$ cat src/billboard_quad_corners_assert.svh
// Assertion helpers used by the RTL FIFO (bqc_fifo).
`ifndef BILLBOARD_QUAD_CORNERS_ASSERT_SVH
`define BILLBOARD_QUAD_CORNERS_ASSERT_SVH

// A property that must hold at every clock edge outside reset.
`define BQC_ASSERT(lbl, clk, rst, prop, msg) \
   lbl: assert property (@(posedge clk) disable iff (rst) (prop)) else $error(msg);

// A condition that must be followed by another in the next cycle.
`define BQC_ASSERT_NEXT(lbl, clk, rst, pre, post, msg) \
   lbl: assert property (@(posedge clk) disable iff (rst) (pre) |=> (post)) else $error(msg);

`endif

$ cat src/bqc_pkg.sv
package bqc_pkg;

   localparam int RSQRT_STEPS_DEF = 3;
   localparam int IN_W = 16;
   localparam int NRM_W = 17;
   localparam int OUT_W = 24;
   localparam int HS_W = 16;
   localparam int CSR_ADDR_W = 1;
   localparam int CSR_DATA_W = 16;
   localparam int MID_DEPTH = 2;
   localparam int OUT_DEPTH = 4;

   localparam logic [CSR_ADDR_W-1:0] REG_HALF_SIZE = 1'd0;
   localparam logic [CSR_ADDR_W-1:0] REG_VERTICAL_MODE = 1'd1;
   localparam logic [HS_W-1:0] HALF_SIZE_RST = 16'd256;
   localparam logic signed [NRM_W-1:0] WORLD_UP_Y = 17'sd16384;

   typedef logic signed [IN_W-1:0] in_comp_type;
   typedef in_comp_type [2:0] in_vec_type;
   typedef logic signed [NRM_W-1:0] nrm_type;
   typedef nrm_type [2:0] nrm_vec_type;

   typedef struct packed {
      in_comp_type right_x;
      in_comp_type right_y;
      in_comp_type right_z;
      in_comp_type up_x;
      in_comp_type up_y;
      in_comp_type up_z;
   } req_type;

   typedef struct packed {
      logic signed [OUT_W-1:0] corner_x;
      logic signed [OUT_W-1:0] corner_y;
      logic signed [OUT_W-1:0] corner_z;
      logic tex_u;
      logic tex_v;
      logic [1:0] corner_index;
      logic degenerate;
      logic last_corner;
   } rsp_type;

   typedef struct packed {
      nrm_vec_type r;
      nrm_vec_type u;
      logic degen;
   } mid_type;

endpackage

$ cat src/bqc_back.sv
module bqc_back (
   input  logic clock,
   input  logic reset,
   input  logic q_empty,
   input  bqc_pkg::mid_type q_data,
   output logic q_pop,
   input  logic [bqc_pkg::HS_W-1:0] half_size,
   input  logic o_full,
   input  logic o_afull,
   output logic o_push,
   output bqc_pkg::rsp_type o_data
);
   import bqc_pkg::*;

   function automatic logic [NRM_W:0] ext(input nrm_type v, input logic neg);
      logic [NRM_W:0] w;
      w = {v[NRM_W-1], v};
      return neg ? (NRM_W+1)'(~w + 1'b1) : w;
   endfunction

   logic [1:0] k_ff, k_in;
   logic a_vld_ff;
   logic adv;
   logic [32:0] prod_ff [3];
   logic [2:0] neg_ff;
   logic [1:0] ak_ff;
   logic degen_ff;

   // Room is counted for the corner already in the product stage.
   assign adv = !q_empty && !o_full && !(o_afull && a_vld_ff);
   assign q_pop = adv && (k_ff == 2'd3);
   assign k_in = adv ? 2'(k_ff + 1'b1) : k_ff;
   assign o_push = a_vld_ff;

   always_ff @(posedge clock) begin
      if (reset) begin
         k_ff <= '0;
         a_vld_ff <= 1'b0;
      end else begin
         k_ff <= k_in;
         a_vld_ff <= adv;
      end
   end

   // Corner k is su*up + sr*right with su negative on corners 2 and 3
   // and sr negative on corners 1 and 2.
   always_ff @(posedge clock) begin
      logic [NRM_W:0] s;
      logic [NRM_W-1:0] m;
      if (adv) begin
         for (int i = 0; i < 3; i++) begin
            s = (NRM_W+1)'(ext(q_data.u[i], k_ff[1]) + ext(q_data.r[i], k_ff[1] ^ k_ff[0]));
            m = s[NRM_W] ? NRM_W'(~s + 1'b1) : s[NRM_W-1:0];
            prod_ff[i] <= 33'(m) * 33'(half_size);
            neg_ff[i] <= s[NRM_W];
         end
         ak_ff <= k_ff;
         degen_ff <= q_data.degen;
      end
   end

   // The scaled magnitude stays below 2^23, so its negation fits the signed output without saturation.
   always_comb begin
      logic [OUT_W-1:0] c [3];
      logic [OUT_W-1:0] m;
      for (int i = 0; i < 3; i++) begin
         m = {1'b0, prod_ff[i][32:10]};
         c[i] = neg_ff[i] ? OUT_W'(~m + 1'b1) : m;
      end
      o_data.corner_x = c[0];
      o_data.corner_y = c[1];
      o_data.corner_z = c[2];
      o_data.tex_u = !ak_ff[1];
      o_data.tex_v = ak_ff[1] ^ ak_ff[0];
      o_data.corner_index = ak_ff;
      o_data.degenerate = degen_ff;
      o_data.last_corner = ak_ff == 2'd3;
   end

endmodule
$ cat config.mk
export PLATFORM = sky130hd
export DESIGN_NAME = bqc_back
export DESIGN_NICKNAME = d
export VERILOG_FILES = /design/src/billboard_quad_corners_assert.svh /design/src/bqc_pkg.sv /design/src/bqc_back.sv
export SDC_FILE = /design/constraint.sdc
export NUM_CORES = 2
export LEC_CHECK = 0
export BUFFER_PORTS_ARGS = -buffer_cell sky130_fd_sc_hd__buf_4
export CORE_MARGIN = 2
export CORE_UTILIZATION = 55
export CTS_BUF_LIST = sky130_fd_sc_hd__clkbuf_2 sky130_fd_sc_hd__clkbuf_4 sky130_fd_sc_hd__clkbuf_8
export DETAILED_ROUTE_END_ITERATION = 12
export PLACE_DENSITY = 0.73
export SLEW_MARGIN = 40
export SYNTH_ARGS = -nofsm -noshare
export SYNTH_HDL_FRONTEND = slang
export SYNTH_SLANG_ARGS = --single-unit
$ cat constraint.sdc
create_clock -name clock -period 20 [get_ports clock]
set_input_delay 4 -clock clock [delete_from_list [all_inputs] [get_ports clock]]
set_output_delay 4 -clock clock [all_outputs]
set_load 0.05 [all_outputs]
Word-level counts from Yosys, hierarchy flattened
Memories as Yosys holds them, arrays and structs flattened.
Cells that the tools add are included.
Widths: inputs -> output; s select.
{ "op_classes": {"muxes": 14, "multipliers": 3, "div_mod_pow": 0, "shift": 0, "magnitude_cmp": 0, "bitwise": 14, "add_sub_neg": 16, "n_reduce_logical": 8, "n_eq_ne": 2} }
{ "op_table": {"columns": ["cell", "n"], "rows": [
  ["$add 18x1->18 const B", 6],
  ["$mux 18", 6],
  ["$not 18->18", 6],
  ["$mul 17x16->33", 3],
  ["$add 24x1->24 const B", 3],
  ["$mux 24", 3],
  ["$not 23->24", 3],
  ["$add 18x18->18", 3],
  ["$add 17x1->17 const B", 3],
  ["$mux 17", 3],
  ["$not 17->17", 3],
  ["$eq 2x2->1 const B", 2],
  ["$logic_and 1x1->1", 4],
  ["$logic_not 1->1", 4],
  ["$add 2x1->2 const B", 1],
  ["$mux 1", 2],
  ["$xor 1x1->1", 2]
]} }
{ "totals": {"ram_bits": 99, "ff_bits": 9, "rom_bits": 0, "out_inout_bits": 80, "n_memories": 1, "inputBits": 124, "latchBits": 0} }
{ "mem_list": {"columns": ["name", "depth", "word_bits", "rd", "rd_clocked_by_memory_dff", "write_ports", "line", "text"], "rows": [
  ["prod_ff", 3, 33, 3, 0, 3, "bqc_back.sv:24", "logic [32:0] prod_ff [3];"]
]} }

Logic depth before layout (Yosys ltp)
{ "logic_depth": {"word_depth": 8, "mapped_depth": 44, "ltp_nobuf": 42} }

Worst setup path before layout
OpenSTA, ideal clock, no wires.
{ "synth_path": {"path_type": "input to output", "start": "input o_afull", "end": "output q_pop", "arrival_time_ns": 10.705, "required_ns": 16.000, "setup_slack_ns": 5.295, "n_path_buf": 0, "cell_stages": 2, "path_cell_list": "a211oi_1 > and2_1"} }
{ "synth_between": {"elab_chain_cells": 4} }
{ "synth_rtl": {"columns": ["element", "line", "text"], "rows": [
  ["start: declaration", "bqc_back.sv:9", "input logic o_afull,"],
  ["$logic_and 1x1->1", "bqc_back.sv:30", "assign adv = !q_empty && !o_full && !(o_afull && a_vld_ff);"],
  ["$logic_not 1->1", "bqc_back.sv:30", null],
  ["$logic_and 1x1->1", "bqc_back.sv:30", null],
  ["$logic_and 1x1->1", "bqc_back.sv:31", "assign q_pop = adv && (k_ff == 2'd3);"],
  ["end: declaration", "bqc_back.sv:6", "output logic q_pop,"]
]} }
Every way passes these cells.

==> impl_metrics.toml <==
[sta]
rsz0062_at_grt = "no"
timing.setup.tns_ps = 0
tightest_slew_ps = 833.4
skew_ps = 19.66
slew_headroom_pct = 44.44
worst_hold_slack_ps = 515.3
finalWorstPathRequiredPeriod_ps = 14460
fmax_ghz = 0.06916
finalHoldViolations = 0
slew_viol_final = 0
finalSetupViolCount = 0
post-route-period-util_pct = 72.30

[run_status]
status = "complete, no violations"

[critical_path]
crit_type = "in2reg"
worstPathMaxFanout = 16
cpMostUsedCell = "fa_1"
r2r_slack_ps = 8590
start_kind = "primary input"
cp.arrival_ps = 14640
cp_data_required_time_ps = 20180
cp_slowest_cell = "or4b_2"
end_kind = "register"
critPathMaxStageDelay_ps = 700

[global_route]
grt_start_max_net_pins = 56
grt_pass1_wl_um = 147300
grt_antenna_before_repair = 12
grt_pass1_vias = 28680
grt-ovfl-total = 0
track_usage_pct = 28.03

[logic_synthesis]
synthArstFlopShare_pct = 0
ys_top_cells_by_area = "fa_1, ha_1, inv_1"
synth_edf_count = 75
syn_avg_cell_area_um2 = 8.688
netlist_area_um2 = 34860
yosysSeqAreaShare_pct = 6.632
synthFlopType = "edfxtp_1"
ys_ff_latch = 78
synth_top_area_share_pct = 35.83
syn_nets = 5132
yosysWarnings = 0
yosysUniqueCellTypes = 72
synthTopCellsByCount = "inv_1, fa_1, nand2_1, and2_1, ha_1"
synth_top_area_cell = "fa_1"
synthCells = 4013
synth_most_common_cell = "inv_1"

[final_layout]
finalNonFillerCells = 4969
area_delta_synth_final_pct = 8.049
multi_input_area_um2 = 29370
fill_cells = 5553
utilization_pct = 59.94
regArea_um2 = 2313
final_nets = 5230
drive_gt1_share_pct = 7.653

[detailed_routing]
drt_iter0_drc = 1572
via_per_inst = 5.504
wirelength_um = 88040
vias = 27350
ant_nets = 0
met1_length_um = 36440
dr_wl_met2_um = 42580
met3_length_um = 5788
highest_layer = "met5"
drc = 0
wl_per_cell_um = 17.72
first_pass_iters = 7

[cts]
clk_latency_ps = 470
cts_setup_buffers = 0
clockBufferDepth = 2
clockRootBuffer = "clkbuf_8"
holdBufCountCts = 0
numCtsBuffers = 9
clock-sinks = 78
cts_tree = "done"
clk_pin_slew_ps = 100
cts.htree.levels = 3
post_cts_resized = 0

[floorplan]
die_area_um2 = 65420
die_w_um = 255.8
io_pins = 204
die_h_um = 255.8
fp-row-count = 92
initial_core_util_pct = 55.47
core_um2 = 62850

[place]
dp_hpwl_um = 68790
dp.cells = 4945
gp_congestion = 0.8941
port_buffers = 203

[run]
cap_violations = 0

[worst_hold_path]
hold_class = "reg2reg"
[sequential cells by signal, summed over array words and instances (netlist names)]
register / flops
ak_ff: 2
degen_ff: 1
k_ff: 2
neg_ff: 3
o_push: 1
prod_ff: 69
[metal layers]
metal	track usage (%)	vias up
met2	47.57	841
met3	4.446	176
met1	36.36	13650
met4	10.09	10
met5	0	-
li1	-	12670
[final cells by class]
class                   instances  area share (%)
clock inverters                 6          0.1827
diodes                          7         0.04650
multi-input cells            3017           77.97
repair buffers                248           4.962
inverters                     757           7.543
clock buffers                  10          0.3487
flip-flops and latches         78           6.141
well taps                     846           2.810
[kinds of logic after synthesis]
group | synth area share [%]
fa+ha+maj | 49.14
buf+inv | 9.934
mux | 0.1759
compound gates | 7.917
xor+xnor | 8.139
flops | 6.632
simple gates | 18.06
[worst paths after layout]
check | to | depth (start not counted) | start
setup / recovery | prod_ff[0][32]$_DFFE_PP_ | 36 | q_data[55]
hold / removal | ak_ff[0]$_DFFE_PP_ | 0 | k_ff[0]$_SDFFE_PP0P_
setup reg to reg | prod_ff[0][57]$_DFFE_PP_ | 37 | k_ff[0]$_SDFFE_PP0P_
hold reg to reg | ak_ff[0]$_DFFE_PP_ | 0 | k_ff[0]$_SDFFE_PP0P_
[cell usage in the layout (no fill, tap or decap), drive strengths merged, types with 5 or more instances in the layout]
cell type,Yosys,final
nor3,27,27
nand3,28,28
fa,624,624
a21o,51,51
and3,8,8
a31oi,11,11
edfxtp,75,75
nand2b,30,30
o21bai,12,12
and2,379,379
mux2i,5,5
nand2,564,564
a21oi,98,98
or2,10,10
inv,757,759
or4,20,20
o21a,15,15
clkbuf,155,10
a41oi,5,5
or3,41,41
o31a,6,6
a211oi,10,10
diode,0,7
buf,6,248
nor4,12,12
xnor2,252,252
o31ai,40,40
nand4,19,19
o41ai,26,26
ha,371,371
a21boi,6,6
nor2,90,90
nor2b,24,24
o21ai,117,117
xor2,69,69
[worst max-delay path: cells and delay by family]
family / cells / cell delay (ps)
buffers and inverters: 5 / 480
AOI/OAI and AO/OA: 9 / 2370
and+or+nand+nor: 10 / 2670
xor gates and xnor gates: 4 / 1370
adders and majority gates: 8 / 3720
[through the flow]
| step | instance area [um2] | setup slack [ps] |
|---|---|---|
| finish | 37670 | 5540 |
| global route | 37670 | 4846 |
| CTS | 37610 | 5661 |
| detailed placement | 37410 | 5218 |
| global placement | 37310 | 4999 |
| floorplan | 34860 | 5295 |
Power is left out: the tool's default activity adds up to more than one toggle a clock period on the data nets, which glitch-free logic cannot reach.
