$ cat src/billboard_quad_corners_assert.svh
// Assertion helpers used by the RTL FIFO (bqc_fifo).
`ifndef BILLBOARD_QUAD_CORNERS_ASSERT_SVH
`define BILLBOARD_QUAD_CORNERS_ASSERT_SVH

// A property that must hold at every clock edge outside reset.
`define BQC_ASSERT(lbl, clk, rst, prop, msg) \
   lbl: assert property (@(posedge clk) disable iff (rst) (prop)) else $error(msg);

// A condition that must be followed by another in the next cycle.
`define BQC_ASSERT_NEXT(lbl, clk, rst, pre, post, msg) \
   lbl: assert property (@(posedge clk) disable iff (rst) (pre) |=> (post)) else $error(msg);

`endif

$ cat src/bqc_fifo.sv
`include "billboard_quad_corners_assert.svh"

module bqc_fifo #(
   parameter int WIDTH = 8,
   parameter int DEPTH = 4
) (
   input  logic clock,
   input  logic reset,
   input  logic push,
   input  logic [WIDTH-1:0] push_data,
   input  logic pop,
   output logic [WIDTH-1:0] head,
   output logic full,
   output logic afull,
   output logic empty
);
   localparam int AW = $clog2(DEPTH);

   logic [WIDTH-1:0] mem [DEPTH];
   logic [AW-1:0] wr_ff, wr_in, rd_ff, rd_in;
   logic [AW:0] cnt_ff, cnt_in;
   logic do_push, do_pop;

   assign full = cnt_ff == (AW+1)'(DEPTH);
   assign afull = cnt_ff >= (AW+1)'(DEPTH - 1);
   assign empty = cnt_ff == '0;
   assign do_push = push && !full;
   assign do_pop = pop && !empty;
   assign head = mem[rd_ff];

   always_comb begin
      wr_in = do_push ? AW'(wr_ff + 1'b1) : wr_ff;
      rd_in = do_pop ? AW'(rd_ff + 1'b1) : rd_ff;
      cnt_in = cnt_ff;
      if (do_push && !do_pop) begin
         cnt_in = (AW+1)'(cnt_ff + 1'b1);
      end else if (do_pop && !do_push) begin
         cnt_in = (AW+1)'(cnt_ff - 1'b1);
      end
   end

   always_ff @(posedge clock) begin
      if (reset) begin
         wr_ff <= '0;
         rd_ff <= '0;
         cnt_ff <= '0;
      end else begin
         wr_ff <= wr_in;
         rd_ff <= rd_in;
         cnt_ff <= cnt_in;
      end
   end

   always_ff @(posedge clock) begin
      if (do_push) begin
         mem[wr_ff] <= push_data;
      end
   end

   `BQC_ASSERT(a_cnt_bound, clock, reset, cnt_ff <= (AW+1)'(DEPTH), "fifo count over depth")
   `BQC_ASSERT(a_no_overflow, clock, reset, !(push && full), "push into a full fifo")
   `BQC_ASSERT_NEXT(a_cnt_up, clock, reset, do_push && !do_pop, cnt_ff == (AW+1)'($past(cnt_ff) + 1'b1), "fifo count did not grow")

endmodule

$ cat config.mk
export PLATFORM = sky130hd
export DESIGN_NAME = bqc_fifo
export DESIGN_NICKNAME = d
export VERILOG_FILES = /design/src/bqc_fifo.sv
export VERILOG_INCLUDE_DIRS = /design/src /design/src/src
export SDC_FILE = /design/constraint.sdc
export NUM_CORES = 1
export LEC_CHECK = 0
export ABC_AREA = 1
export BUFFER_PORTS_ARGS = -buffer_cell sky130_fd_sc_hd__buf_4
export CORE_MARGIN = 1.5
export CORE_UTILIZATION = 55
export CTS_CLUSTER_SIZE = 8
export DETAILED_ROUTE_END_ITERATION = 6
export PLACE_DENSITY = 0.77
export SYNTH_ARGS = -nofsm -noshare
export SYNTH_HDL_FRONTEND = slang
export SYNTH_SLANG_ARGS = --single-unit
$ cat constraint.sdc
create_clock -name clock -period 2.2 [get_ports clock]
set_input_delay 0.44 -clock clock [delete_from_list [all_inputs] [get_ports clock]]
set_output_delay 0.44 -clock clock [all_outputs]
set_load 0.005 [all_outputs]
### Yosys cells after proc, flatten, opt, wreduce, memory -nomap -nowiden

Memories as Yosys holds them, arrays and structs flattened. A register that Yosys moved wholly into a read port is not among the register bits.
Cells that the tools add are included.

| operators by class | value |
|---|---|
| add/subtract/negate cells | 4 |
| magnitude comparators | 1 |
| equal/unequal tests | 1 |
| muxes and demuxes | 6 |
| reductions and logical operators | 10 |

Operators with widths:

| cell | count |
|---|---|
| 2-to-1 mux 3 bit | 2 |
| adder 2 x 1 -> 2 bit, second input constant | 2 |
| logical AND 1 bit | 4 |
| logical NOT 1 bit | 4 |
| 2-to-1 mux 2 bit | 2 |
| adder 3 x 1 -> 3 bit, second input constant | 1 |
| equality test 3 bit, second input constant | 1 |
| greater-or-equal comparator 3 x 2 -> 1 bit, second input constant | 1 |
| logical NOT 3 bit | 1 |
| subtractor 3 x 1 -> 3 bit, second input constant | 1 |
| 2-to-1 mux 1 bit | 2 |
| nonzero test 2 bit | 1 |

| word-level totals | value |
|---|---|
| flip-flop bits (word level) | 7 |
| bits in writable memories | 32 |
| bits of input ports | 12 |
| memories | 1 |

Memories:

| memory | depth | width | rd ports | clocked after Yosys merged registers in | write ports | line | RTL |
|---|---|---|---|---|---|---|---|
| mem | 4 | 8 | 1 | 1 | 1 | bqc_fifo.sv:19 | `logic [WIDTH-1:0] mem [DEPTH];` |

### Depth between registers and ports, before layout

Gate-level depths: netlist of run 1.

| depth | value |
|---|---|
| depth in word-level cells | 7 |
| depth in mapped cells | 13 |
| depth with buffers taken out | 13 |

### Least setup slack after synthesis of run 1

Ideal clock, no wire load.

| path | value |
|---|---|
| kind | register -> register |
| start point | register cnt_ff[0] |
| end point | register cnt_ff[2] |
| arrival time | 1580 ps |
| data required time | 2087 ps |
| slack | 508 ps |
| stages on the path, launching flop included | 14 |
| path buffers | 0 |
| cell sequence | dfxtp_1 -> nor2_1 -> nand2_1 -> nand2_2 -> inv_2 -> ha_1 -> inv_1 -> fa_1 -> inv_1 -> nand2_1 -> nand3_1 -> nand2_1 -> nand2_1 -> nor2_1 |

| on the way | value |
|---|---|
| longest elaborated chain between the ends | 6 |
| elaborated cells on any way between the ends | 15 |
| classes of those cells | add/sub (2); eq/ne (1); mux (2); reduce/logical (10) |

RTL lines:

| item | line | RTL |
|---|---|---|
| start, declared | bqc_fifo.sv:21 | `logic [AW:0] cnt_ff, cnt_in;` |
| start signal, assigned | bqc_fifo.sv:50 | `cnt_ff <= cnt_in;` |
| equality test 3 bit * | bqc_fifo.sv:24 | `assign full = cnt_ff == (AW+1)'(DEPTH);` |
| logical NOT 1 bit * | bqc_fifo.sv:27 | `assign do_push = push && !full;` |
| logical AND 1 bit * | bqc_fifo.sv:27 |  |
| named net do_push | bqc_fifo.sv:22 | `logic do_push, do_pop;` |
| logical NOT 1 bit | bqc_fifo.sv:37 | `end else if (do_pop && !do_push) begin` |
| logical AND 1 bit | bqc_fifo.sv:37 |  |
| nonzero test 2 bit (no source line) | -- |  |

The timed path passes the listed nets; every way through them passes the cells marked *. The select of a mux whose other input is x is not followed.
A chain may end at the register's enable or synchronous reset.

==> metrics.txt, run 1 <==
number of fillers in the final layout 203; average size of a mapped cell 11.4 um2; number of diodes 0; via count 1154; first-pass GRT wire length 5.00 mm; clk sink count 41; CP Capture Type output pin; final hold viol count 0; multi-input logic area 462 um2; Die Height 58.5 um; GP Congestion 0.694; Post-Route WL 2.98 mm; clk_lat worst skew 340 ps; CTS Buffer Depth 2; Setup Fix Bufs, Post-CTS 0; worst hold slack 281 ps; Die Wd 58.5 um; routed len/inst 14.1 um; Yosys reg bits 41; Hold Path Class in -> reg; io pins 23; Peak Freq 503 MHz; Port Buf Inserts 22; number of CTS-inserted buffers 5; Synth Warn # 0; DRC Markers 0; critical path fanouts, max 16; CTS Hold Bufs 0; WP data required 1760 ps; Final period util 90.5%; max-cap viol count 0; Syn-to-layout area delta 16.1%; Worst-path clk slew 120 ps; Cells after Synth 148; status finished clean; root buf cell clkbuf_4; RSZ-0062 raised after global routing false; Post-DRT Antenna Nets 0; # resized after CTS 0; Psw 0.684 mW; Rel. slew slack 76.4%; combinational share of power 32.5%; Setup CP Type reg -> out; Worst Tran Pin Value 353 ps; full die area 0.00342 mm2; CTS tree done; Mapped Nets 166; Starting DRT DRC Count 43; core area 0.00283 mm2; H-tree depth 2; Final Max Tran Viols 0; register area 0.00114 mm2; minimum clock period 1990 ps; GRT Total Usage 20.3%; cell area after synthesis 0.00169 mm2; P_leak 0.801 nW; vias per cell 5.44; CP Data Arrival Time 1550 ps; share of cells above drive strength 1 23.2%; startpoint types flip-flop; pin count of the biggest net entering global routing 17; Yosys cell types 18; antenna violations before repair 0; Sequential Power Share 50.0%; grt total ovfl 0; count of final setup violators 0; TNS Setup 0 ps; Initial Utilization 59.8%; Cell Int Power 1.37 mW; TritonRoute pass-1 iters 5; switching share of power 33.3%; register area share after synthesis 67.4%; std cell rows 19; Peak VDD IR 769 uV; Pwr Density 1050 mW/mm2; NumNets Final 198; clock share of power 17.4%; Final Skew 8.59 ps; number of global-route vias before repair 1192; detailed placement HPWL 2.11 mm
through the flow:
| step | cell area (um2) | instances | utilization, % | setup WS (ps) | power [mW] |
|---|---|---|---|---|---|
| finish | 1970 | 212 | 69.5 | 210 | 2.06 |
| global route | 1970 | 212 | 69.5 | 34.3 | 2.19 |
| CTS | 1970 | 212 | 69.5 | 176 | 2.07 |
| detailed placement | 1910 | 204 | 67.6 | 284 | 1.72 |
| global placement | 1910 | 204 | 67.6 | 443 | 1.68 |
| floorplan | 1690 | 148 | - | 508 | 1.44 |
state kept, by name (all words and copies together) (netlist names), named ones only:
signal and count:
wr_ff 2, rd_ff 2, cnt_ff 3, mem 32
layer usage:
metal	wire (um)	global-route usage [%]	vias to the layer above	share of wire (%)
li1	-	-	567	-
met1	1210	21.3	559	41
met2	1620	37.1	26	54
met3	135	6.59	2	4.5
met4	13	8.31	0	0.44
met5	0	0	-	0
area by class of cell:
class,instances,share of cell area [%]
sequential,41,58.1
multi-input combinational,87,23.5
timing repair buffer,27,10.3
inverter,18,3.44
tap,31,1.97
clock buffer,5,1.91
clock inverter,3,0.827
critical path, stage by stage, from the launching register on:
cell	delay, ps
dfxtp_1	540
inv_2	210
o21ai_0	220
o22ai_1	100
buf_4	140
cell usage after synthesis (all sizes together):
library cell / number / area, um2
nand2: 17 / 68.8
edfxtp: 32 / 961
nor2: 30 / 113
dfxtp: 9 / 180
xor2: 1 / 8.76
buf: 2 / 22.5
nand3b: 1 / 7.51
nand3: 4 / 20.0
o21ai: 17 / 96.3
ha: 5 / 62.6
inv: 18 / 67.6
a21oi: 3 / 15.0
fa: 1 / 20.0
o22ai: 8 / 50.1
kinds of logic (layout without fill, tap and decap cells):
group	after synthesis	count (layout)	synth area share, %
adders and majority gates	6	6	4.88
and+or+nand+nor	52	52	12.3
DFF	41	41	67.4
buffers and inverters	20	53	5.32
xor gates and xnor gates	1	1	0.517
AOI/OAI and AO/OA	28	28	9.53
power by group through the flow:
stage	Combinational [mW]	Clock [mW]	Sequential, mW
floorplan	0.413	0	1.02
global placement	0.637	0	1.04
detailed placement	0.670	0	1.05
CTS	0.675	0.367	1.03
global route	0.756	0.397	1.04
finish	0.668	0.359	1.03
placed cells by master, fill, tap and decap left out, drive strengths merged:
master / instances
inv: 19
a21oi: 3
dfxtp: 9
nand2: 17
fa: 1
clkinv: 2
nand3: 4
o22ai: 8
buf: 27
clkbuf: 5
nand3b: 1
edfxtp: 32
nor2: 30
xor2: 1
ha: 5
o21ai: 17
worst paths after layout:
kind | slack (ps) | endpoint | start | depth (start not counted)
worst max-delay path | 210 | head[2] | flip-flop | 4
worst min-delay path | 280 | cnt_ff[0] | reset | 2
worst max register to register | 280 | cnt_ff[2] | cnt_ff[1] | 13
worst min register to register | 520 | flip-flop | rd_ff[1] | 2
(Power assumes the default switching activity.)
==> run 2, diff against run 1 <==
==> constraint.sdc (replaced) <==
create_clock -name clock -period 2.5 [get_ports clock]
set_input_delay 0.5 -clock clock [delete_from_list [all_inputs] [get_ports clock]]
set_output_delay 0.5 -clock clock [all_outputs]
set_load 0.005 [all_outputs]
==> run 2 against run 1 <==
Compared with the run above: setup slack better by 280 ps; total power down 11%; first-iteration DRC count down 42%; wire length up 0.44%; via count down 0.78%; non-clock buffer count unchanged; clock skew up 5.9 ps; critical path depth unchanged; design area up 0.25%; critical path type unchanged.
==> metrics.txt, run 2 (same netlist as run 1, synthesis figures left out) <==
max reg flops 32 (unchanged); H-tree depth 2 (unchanged); RSZ-0062 raised after global routing false (unchanged); core area 0.00283 mm2 (unchanged); status finished clean (unchanged); placed cell areas 0.00191 mm2 (unchanged); std cell rows 19 (unchanged); largest registers mem (32), cnt_ff (3) (unchanged); CP Capture Type output pin (unchanged); full die area 0.00342 mm2 (unchanged); root buf cell clkbuf_4 (unchanged); first-pass GRT wire length 4.75 mm (was 5.00 mm); Final Max Tran Viols 0 (unchanged); critical path fanouts, max 9 (was 16); # resized after CTS 0 (unchanged); Die Height 58.5 um (unchanged); Syn-to-layout area delta 16.4% (was 16.1%); register area 0.00114 mm2 (unchanged); Hold Path Class in -> reg (unchanged); Initial Utilization 59.8% (unchanged); Peak Freq 497 MHz; vias per cell 5.40 (was 5.44); max-cap viol count 0 (unchanged); number of global-route vias before repair 1067 (was 1192); Worst-path clk slew 120 ps (about the same); GRT Total Usage 19.4% (was 20.3%); detailed placement HPWL 2.13 mm (was 2.11 mm); NumNets Final 198 (unchanged); grt total ovfl 0 (unchanged); Port Buf Inserts 22 (unchanged); io pins 23 (unchanged); Peak VDD IR 652 uV (was 769 uV); most frequent cells in the layout edfxtp_1, nor2_1, buf_4, inv_1, nand2_1 (unchanged); Worst Tran Pin Value 341 ps (was 353 ps); Die Wd 58.5 um (unchanged); share of cells above drive strength 1 22.1% (was 23.2%); minimum clock period 2010 ps; multi-input logic area 462 um2 (unchanged); startpoint types flip-flop (unchanged); routed len/inst 14.1 um (about the same); count of final setup violators 0 (unchanged); CTS tree done (unchanged); TritonRoute pass-1 iters 4 (was 5); CP Data Arrival Time 1510 ps (was 1550 ps); Final Instance Area 0.00197 mm2 (about the same); CTS Hold Bufs 0 (unchanged); Biggest register mem (unchanged); GP Congestion 0.718 (was 0.694); Final Skew 14.5 ps (was 8.59 ps); DRC Markers 0 (unchanged); Rel. slew slack 77.3% (was 76.4%); post-layout util 69.7% (was 69.5%); via count 1145 (was 1154); antenna violations before repair 0 (unchanged); total power 1.82 mW (was 2.06 mW); Final period util 80.5%; Pwr Density 925 mW/mm2 (was 1050 mW/mm2); number of diodes 0 (unchanged); clk_lat worst skew 340 ps (about the same); commonest non-fill, non-tap cell in the layout edfxtp_1 (unchanged); P_leak 0.798 nW (was 0.801 nW); final hold viol count 0 (unchanged); Setup Fix Bufs, Post-CTS 0 (unchanged); TNS Setup 0 ps (unchanged); Post-Route WL 3.00 mm (was 2.98 mm); Starting DRT DRC Count 25 (was 43); clk sink count 41 (unchanged); Post-DRT Antenna Nets 0 (unchanged); number of fillers in the final layout 203 (unchanged); pin count of the biggest net entering global routing 17 (unchanged); Setup CP Type reg -> out (unchanged); WP data required 2000 ps (was 1760 ps); CTS Buffer Depth 2 (unchanged); number of CTS-inserted buffers 5 (unchanged)
-- run 2: changes by cell type in the layout (fill, tap and decap cells not counted), sizes merged --
cell and change:
inv -1, clkbuf +3, clkinv -2
-- run 2: final cells by class --
| cell class | count | share of cell area (%) |
|---|---|---|
| Clock buffer | 8 | 2.98 |
| Inverter | 18 | 3.43 |
| Multi-Input combinational cell | 87 | 23.4 |
| Timing Repair Buffer | 27 | 10.3 |
| Sequential cell | 41 | 57.9 |
| Tap cell | 31 | 1.97 |
-- run 2: report_power, final --
part / switching, mW / leakage (nW) / internal, mW
clock network: 0.189 / 0.0326 / 0.139
logic: 0.326 / 0.398 / 0.267
registers: 0.0663 / 0.367 / 0.836
-- run 2: final timing paths --
path                              startpoint   endpoint  slack [ps]  cells after the start
worst min-delay path            push_data[7]  mem[0][7]         350                      1
worst max-delay path               flip-flop    head[4]         490                      4
worst min register to register      rd_ff[1]  flip-flop         510                      2
worst max register to register     cnt_ff[0]  cnt_ff[2]         610                     13
-- run 2: metrics by stage --
stage	setup WS [ps]	hold slack, ps	cells
CTS	467	337	212
detailed placement	621	496	204
global placement	708	480	204
floorplan	808	459	148
finish	488	351	212
global route	327	336	212
-- run 2: layer usage --
| layer | up-vias | track usage, % | part of all wire (%) |
|---|---|---|---|
| met4 | 0 | 8.97 | 1.7 |
| li1 | 565 | - | - |
| met3 | 5 | 5.27 | 4.6 |
| met2 | 21 | 35.5 | 55 |
| met5 | - | 0 | 0 |
| met1 | 554 | 20.7 | 39 |
-- run 2: critical path, stage by stage (launching register included) --
cell	delay, ps
dfxtp_1	430
inv_1	280
o21ai_0	140
o22ai_1	180
buf_4	150
